--- src/design/dbe_pkg.sv ---
// ----------------------------------------------------------------------------
// dbe_pkg
// Shared types and constants for the button debouncer with edge flags.
// ----------------------------------------------------------------------------
package dbe_pkg;

  localparam int unsigned NumButtons = 8;
  localparam int unsigned FieldW     = 8;
  localparam int unsigned TimeW      = 32;
  localparam int unsigned DebW       = 16;

  localparam logic [DebW-1:0] DebounceMsReset = 16'd50;

  typedef enum logic [0:0] {
    ActRefresh = 1'b0,
    ActRead    = 1'b1
  } dbe_action_e;

  typedef struct packed {
    dbe_action_e       action;
    logic [FieldW-1:0] raw_buttons;
    logic [TimeW-1:0]  time_now;
    logic [FieldW-1:0] read_mask;
  } dbe_in_t;

  typedef struct packed {
    logic [FieldW-1:0] debounced;
    logic [FieldW-1:0] edge_up;
    logic [FieldW-1:0] edge_down;
    logic [FieldW-1:0] edge_any;
  } dbe_out_t;

  typedef struct packed {
    logic rise;
    logic fall;
  } dbe_lane_upd_t;

endpackage

--- src/design/button_debouncer_with_edge_flags.sv ---
// ----------------------------------------------------------------------------
// button_debouncer_with_edge_flags
// Debounces eight buttons and latches rising, falling and any-edge flags.
// ----------------------------------------------------------------------------
// Input transfers carry an action, the raw button byte, the millisecond time
// and a read mask. A refresh updates the debounced levels and sets sticky
// edge flags; a read returns the masked flags and clears them. Every input
// transfer yields exactly one result transfer with the debounced byte and
// the flags.
// The result is registered: an input register, then the per-button compare
// and flag update feed the result register. One item is taken every cycle
// unless the receiver stalls; each button lane does a single 32-bit age
// subtract and compare. The debounce time is written through debounce_we_i
// and debounce_wdata_i; the user must write it only while the block is
// idle; the block does not enforce this. Reset clears levels, start times
// and flags, sets the debounce time to 50 ms and empties both registers.
// When the receiver stalls, the result holds and the input register still
// fills; once both are full, in_stall_o rises until the result is taken.
// ----------------------------------------------------------------------------
module button_debouncer_with_edge_flags (
  input  logic                      clk_i,
  input  logic                      rst_ni,
  input  logic                      in_valid_i,
  output logic                      in_stall_o,
  input  dbe_pkg::dbe_in_t          in_data_i,
  output logic                      out_valid_o,
  input  logic                      out_stall_i,
  output dbe_pkg::dbe_out_t         out_data_o,
  input  logic                      debounce_we_i,
  input  logic [dbe_pkg::DebW-1:0]  debounce_wdata_i
);
  import dbe_pkg::*;

  logic                  in_valid_q, in_valid_d;
  dbe_in_t               in_data_q;
  logic                  out_valid_q, out_valid_d;
  dbe_out_t              out_data_q, out_data_d;
  logic [DebW-1:0]       debounce_q;

  logic [NumButtons-1:0] level_q, level_d;
  logic [NumButtons-1:0] rise_q, rise_d;
  logic [NumButtons-1:0] fall_q, fall_d;
  logic [NumButtons-1:0] change_q, change_d;

  logic                  out_ready;
  logic                  move;
  logic                  in_take;
  logic                  do_refresh;
  logic [NumButtons-1:0] raw_ext;
  logic [NumButtons-1:0] mask_ext;
  logic [NumButtons-1:0] rise_set;
  logic [NumButtons-1:0] fall_set;
  dbe_lane_upd_t         upd [NumButtons];

  assign out_ready  = !out_valid_q || !out_stall_i;
  assign move       = in_valid_q && out_ready;
  assign in_stall_o = in_valid_q && !out_ready;
  assign in_take    = in_valid_i && !in_stall_o;
  assign do_refresh = move && (in_data_q.action == ActRefresh);

  assign raw_ext  = NumButtons'(in_data_q.raw_buttons);
  assign mask_ext = NumButtons'(in_data_q.read_mask);

  for (genvar i = 0; i < NumButtons; i++) begin : g_lane
    dbe_lane u_lane (
      .clk_i         (clk_i),
      .rst_ni        (rst_ni),
      .refresh_i     (do_refresh),
      .raw_i         (raw_ext[i]),
      .held_i        (level_q[i]),
      .time_now_i    (in_data_q.time_now),
      .debounce_ms_i (debounce_q),
      .upd_o         (upd[i])
    );
    assign rise_set[i] = upd[i].rise;
    assign fall_set[i] = upd[i].fall;
  end

  always_comb begin
    in_valid_d  = in_take ? 1'b1 : (move ? 1'b0 : in_valid_q);
    out_valid_d = move ? 1'b1 : (out_ready ? 1'b0 : out_valid_q);
    level_d     = level_q;
    rise_d      = rise_q;
    fall_d      = fall_q;
    change_d    = change_q;
    out_data_d  = out_data_q;
    if (move) begin
      case (in_data_q.action)
        ActRefresh: begin
          level_d              = (level_q | rise_set) & ~fall_set;
          rise_d               = rise_q | rise_set;
          fall_d               = fall_q | fall_set;
          change_d             = change_q | rise_set | fall_set;
          out_data_d.edge_up   = FieldW'(rise_d);
          out_data_d.edge_down = FieldW'(fall_d);
          out_data_d.edge_any  = FieldW'(change_d);
        end
        ActRead: begin
          rise_d               = rise_q & ~mask_ext;
          fall_d               = fall_q & ~mask_ext;
          change_d             = change_q & ~mask_ext;
          out_data_d.edge_up   = FieldW'(rise_q & mask_ext);
          out_data_d.edge_down = FieldW'(fall_q & mask_ext);
          out_data_d.edge_any  = FieldW'(change_q & mask_ext);
        end
        default: begin
          out_data_d = out_data_q;
        end
      endcase
      out_data_d.debounced = FieldW'(level_d);
    end
  end

  always_ff @(posedge clk_i or negedge rst_ni) begin
    if (!rst_ni) begin
      in_valid_q  <= 1'b0;
      out_valid_q <= 1'b0;
      debounce_q  <= DebounceMsReset;
      level_q     <= '0;
      rise_q      <= '0;
      fall_q      <= '0;
      change_q    <= '0;
    end else begin
      in_valid_q  <= in_valid_d;
      out_valid_q <= out_valid_d;
      level_q     <= level_d;
      rise_q      <= rise_d;
      fall_q      <= fall_d;
      change_q    <= change_d;
      if (debounce_we_i) begin
        debounce_q <= debounce_wdata_i;
      end
    end
  end

  always_ff @(posedge clk_i) begin
    if (in_take) begin
      in_data_q <= in_data_i;
    end
    out_data_q <= out_data_d;
  end

  assign out_valid_o = out_valid_q;
  assign out_data_o  = out_data_q;

  a_change_is_rise_or_fall: assert property (@(posedge clk_i) disable iff (!rst_ni)
    change_q == (rise_q | fall_q))
    else $error("any-edge flags differ from rising or falling flags");

  a_result_any_matches: assert property (@(posedge clk_i) disable iff (!rst_ni)
    out_valid_o |-> (out_data_o.edge_any == (out_data_o.edge_up | out_data_o.edge_down)))
    else $error("result any-edge flags inconsistent");

  a_full_pipe_stalls: assert property (@(posedge clk_i) disable iff (!rst_ni)
    (in_valid_q && out_valid_o && out_stall_i) |-> in_stall_o)
    else $error("input taken while both registers are full");

  a_no_flag_without_level: assert property (@(posedge clk_i) disable iff (!rst_ni)
    (do_refresh && (in_data_q.action == ActRefresh)) |=> ((rise_q & ~$past(rise_q)) & ~level_q) == '0)
    else $error("rising flag set without a high debounced level");

endmodule

--- src/design/dbe_lane.sv ---
// ----------------------------------------------------------------------------
// dbe_lane
// One button: holds its start time and decides whether a changed level has
// persisted longer than the debounce time.
// ----------------------------------------------------------------------------
module dbe_lane (
  input  logic                        clk_i,
  input  logic                        rst_ni,
  input  logic                        refresh_i,
  input  logic                        raw_i,
  input  logic                        held_i,
  input  logic [dbe_pkg::TimeW-1:0]   time_now_i,
  input  logic [dbe_pkg::DebW-1:0]    debounce_ms_i,
  output dbe_pkg::dbe_lane_upd_t      upd_o
);
  import dbe_pkg::*;

  logic [TimeW-1:0] start_q;
  logic [TimeW-1:0] start_d;
  logic [TimeW-1:0] age;
  logic             accept;

  assign age    = time_now_i - start_q;
  assign accept = (raw_i != held_i) && (age > TimeW'(debounce_ms_i));

  assign upd_o.rise = accept && raw_i;
  assign upd_o.fall = accept && !raw_i;

  always_comb begin
    start_d = start_q;
    if (refresh_i && (raw_i == held_i)) begin
      start_d = time_now_i;
    end
  end

  always_ff @(posedge clk_i or negedge rst_ni) begin
    if (!rst_ni) begin
      start_q <= '0;
    end else begin
      start_q <= start_d;
    end
  end

endmodule
--- config.mk ---
export PLATFORM = sky130hd
export DESIGN_NAME = button_debouncer_with_edge_flags
export DESIGN_NICKNAME = d
export VERILOG_FILES = /design/src/design/dbe_pkg.sv /design/src/design/button_debouncer_with_edge_flags.sv /design/src/design/dbe_lane.sv
export SDC_FILE = /design/constraint.sdc
export NUM_CORES = 1
export LEC_CHECK = 0
export ABC_AREA = 1
export BUFFER_PORTS_ARGS = -buffer_cell sky130_fd_sc_hd__buf_2
export CORE_ASPECT_RATIO = 0.7
export CORE_MARGIN = 2
export CORE_UTILIZATION = 31
export DETAILED_ROUTE_END_ITERATION = 10
export PLACE_DENSITY = 0.46
export SLEW_MARGIN = 5
export SYNTH_ARGS = -nofsm -noshare
export SYNTH_HDL_FRONTEND = slang
export SYNTH_SLANG_ARGS = --single-unit
--- constraint.sdc ---
create_clock -name clk_i -period 4.1 [get_ports clk_i]
set_input_delay 0.615 -clock clk_i [delete_from_list [all_inputs] [get_ports clk_i]]
set_output_delay 0.615 -clock clk_i [all_outputs]
set_load 0.005 [all_outputs]
==> metrics.txt <==
DP HPWL=127900 um; clk_lat worst skew=0.64 ns; Worst setup SP type=register; Hold Slack=-0.01924 ns; cell count after synthesis=6404; Crit. End Element=register; synthesized cell area=38570 um^2; Critical R2R Launch=in_data_q[8]; clock share of power=12.7%; largest net degree at the start of global routing=75; ys flop type=dfrtp_1; VDD IR-drop max=373.1 uV; Max H-tree Level=2; Post-synth EDFFs=81; Worst Hold Class=in2async; worst clock skew=0.02387 ns; Mapped Avg Cell Area=6.022 um^2; root cell of the clock tree=clkbuf_16; critical path class=reg2reg; layout cells sized above 1=12.58%; critical path startpoint=in_data_q[8]; fill cell count=13714; vias in the first global route=36029; Cell Count Post-Placement=8316; CTS sink count=387; Row Count=108; Setup crit end=out_data_o[3]; Worst-path clk slew=0.06 ns; first-pass GRT wire length=235000 um; Post-Syn Nets=6858; final setup violation count=0; average wire per standard cell=19.12 um; DP Worst Slack=-0.2330 ns; min cycle time layout=3.942 ns; failing checks=negative hold slack; Netlist cell types=45; Post-DP Area=42790 um^2; Final Instance Area=46110 um^2; Hold Violations, Final=1; DIE WIDTH=425.6 um; CP Max Fanout=5; P&R area growth vs syn=19.57%; gr ovfl total=0; port bufs=103; Yosys warnings=0; Routed WL=161800 um; Total GRT Usage=24.94%; Slew HR=25.05%; Via density=4.693; critical register-to-register path endpoint=out_data_o[3]; Worst R2R Setup Slack=0.16 ns; buffer depth of the longest clock path=3; Num CTS Buffers=48; Post-layout nets=7217; Routed Antenna Nets=0; gpl congestion=0.9333; chip height=299.1 um; outcome=finished, violations left; Remaining DRCs=0; Critical Path RT=4.48 ns; flops & latches, synth=387; Initial Util=31.19%; Internal Power=17.23 mW; slack of the critical path=0.1585 ns; Post-Layout Cell Count=8461; DR pass1 iterations=6; fin. max-slew vios=0; total power=36.09 mW; Sw Share=52.26%; register area share after synthesis=26.17%; Iter 0 DRT Violations=3719; Slew @ Worst Pin=1.123 ns; R2R depth=25; Core ar.=123600 um^2; CTS tree=done; initial antenna violation count=22; Sw Pwr=18.86 mW; Final period util=96.14%; Pwr Density=782.6 nW/um^2; Reg power frac=17.4%; RSZ-0062 raised after global routing=true; vias=39708; area of the die=127300 um^2; number of placed I/O pins=104; Max-cap violations=0; async set or reset register ratio after synthesis=79.07%; combinational power share=69.9%; crit path DAT=4.32 ns; leak pwr=26.64 nW; Max Fclk=253.7 MHz; fin util=37.30%
==> cells in the final DEF (no fill, tap or decap), drive strengths merged, types with 4 or more instances in the layout <==
cell type	instances
clkinvlp	5
buf	372
and3	9
nor3	29
nand2	2597
diode	8
ha	376
fa	8
nand3b	14
o21ai	321
xnor2	10
bufinv	4
nand3	269
nand4	62
a21oi	196
dfrtp	303
xor2	113
nor2	489
a21boi	5
or2	6
edfxtp	81
inv	1404
and2	27
clkbuf	63
clkinv	12
a22oi	4
o21bai	15
==> routing by layer <==
metal	up-vias	track usage [%]	routed length [um]
met5	-	0	0
met4	0	4.889	3637
met3	141	2.933	9911
met2	1096	37.17	66440
met1	18341	38.26	81780
li1	20130	-	-
==> power groups by stage <==
stage	Sequential [mW]	Combinational [mW]	Clock [mW]
2_1_floorplan	6.09	16.4	0
5_1_grt	6.45	28.5	4.83
4_1_cts	6.25	23.6	4.70
6_report	6.27	25.2	4.60
3_3_place_gp	6.29	23.3	0
3_5_place_dp	6.31	23.4	0
==> synthesized netlist by cell type (3+ instances only) <==
cell / number / area share, %
a21boi_0: 4 / 0.078
a21oi_1: 193 / 2.5
a21oi_2: 3 / 0.068
a22oi_1: 4 / 0.078
and2_1: 26 / 0.42
and3_1: 9 / 0.15
buf_2: 6 / 0.078
clkbuf_1: 52 / 0.51
dfrtp_1: 303 / 20
dfstp_2: 3 / 0.20
edfxtp_1: 81 / 6.3
fa_1: 8 / 0.42
ha_1: 376 / 12
inv_1: 1386 / 13
inv_2: 11 / 0.11
nand2_1: 2549 / 25
nand2_2: 48 / 0.78
nand3_1: 264 / 3.4
nand3_2: 5 / 0.13
nand3b_1: 14 / 0.27
nand4_1: 62 / 1.0
nor2_1: 443 / 4.3
nor2_2: 42 / 0.68
nor2_4: 4 / 0.12
nor3_1: 16 / 0.21
nor3_2: 13 / 0.34
o21ai_0: 307 / 4.0
o21ai_1: 11 / 0.14
o21ai_2: 3 / 0.068
o21bai_1: 15 / 0.29
or2_1: 3 / 0.049
xnor2_1: 10 / 0.23
xor2_1: 113 / 2.6
==> timing repair <==
action,4_1_cts,5_1_grt
buffers inserted,9,38
cloned,0,0
pin swaps,3,81
endpoints found under the setup margin,25,64
hold buffers,0,0
gates resized for setup,19,309
==> final cells by class <==
| cell class | count | area (um^2) | share of cell area, % |
|---|---|---|---|
| Inverter | 1398 | 5251 | 11.39 |
| Clock inverter | 27 | 295.3 | 0.6403 |
| Multi-Input combinational cell | 4556 | 24180 | 52.43 |
| Sequential cell | 387 | 10090 | 21.89 |
| Clock buffer | 63 | 1360 | 2.949 |
| Antenna cell | 8 | 20.02 | 0.04341 |
| Timing Repair Buffer | 372 | 2853 | 6.186 |
| Tap cell | 1650 | 2064 | 4.477 |
==> state kept, by name, summed over array words and instances, names as in the netlist <==
| signal | cells |
|---|---|
| g_lane.u_lane.start_q | 256 |
| in_data_q | 33 |
| out_data_o | 32 |
| debounce_q | 16 |
| change_q | 8 |
| fall_q | 8 |
| level_q | 8 |
| mask_ext | 8 |
| raw_ext | 8 |
| rise_q | 8 |
| in_valid_q | 1 |
| out_valid_o | 1 |
==> critical path: stages (launching register included) <==
cell        delay [ns]
edfxtp_1          0.37
clkinvlp_4        0.17
buf_6             0.18
ha_4              0.17
fa_2              0.43
nor2_2            0.11
or2_1             0.15
nand3_1           0.09
nand2_2           0.09
xor2_1            0.08
ha_1              0.29
nand2_1           0.06
nor2_2            0.15
nand3_2           0.13
nor2_4            0.13
nand4_1           0.16
nand2_2           0.14
nand3_2           0.10
nor2_2            0.10
nand2_1           0.06
nor2_2            0.14
nand2_4           0.10
nand2_2           0.08
nand2_1           0.05
nand2_1           0.04
o21ai_0           0.08
==> cell families after synthesis <==
logic type,count (synthesis),synth area share (%)
xor+xnor,123,2.793
flops,387,26.17
fa+ha+maj,384,12.61
simple gates,3503,36.78
buf+inv,1461,14.30
compound gates,545,7.313
mux,1,0.02920
==> metrics by stage <==
stage | TNS, ns | hold slack (ns)
2_1_floorplan | 0 | 0.3194
3_3_place_gp | -0.9283 | 0.4654
3_5_place_dp | -1.352 | 0.4725
4_1_cts | 0 | 0.004971
5_1_grt | -0.1881 | 0.02711
6_report | 0 | -0.01924
==> worst min-delay path by stage <==
stage,start,end,slack [ns],depth (start not counted)
4_1_cts,rst_ni,g_lane[1].u_lane.start_q[11],0.005,1
5_1_grt,rst_ni,g_lane[1].u_lane.start_q[0],0.03,1
3_5_place_dp,g_lane[2].u_lane.start_q[6],g_lane[2].u_lane.start_q[6],0.47,2
2_1_floorplan,rst_ni,change_q[0],0.32,0
3_3_place_gp,g_lane[2].u_lane.start_q[23],g_lane[2].u_lane.start_q[23],0.47,2
6_report,rst_ni,g_lane[1].u_lane.start_q[11],-0.02,1
(Power assumes the default switching activity.)
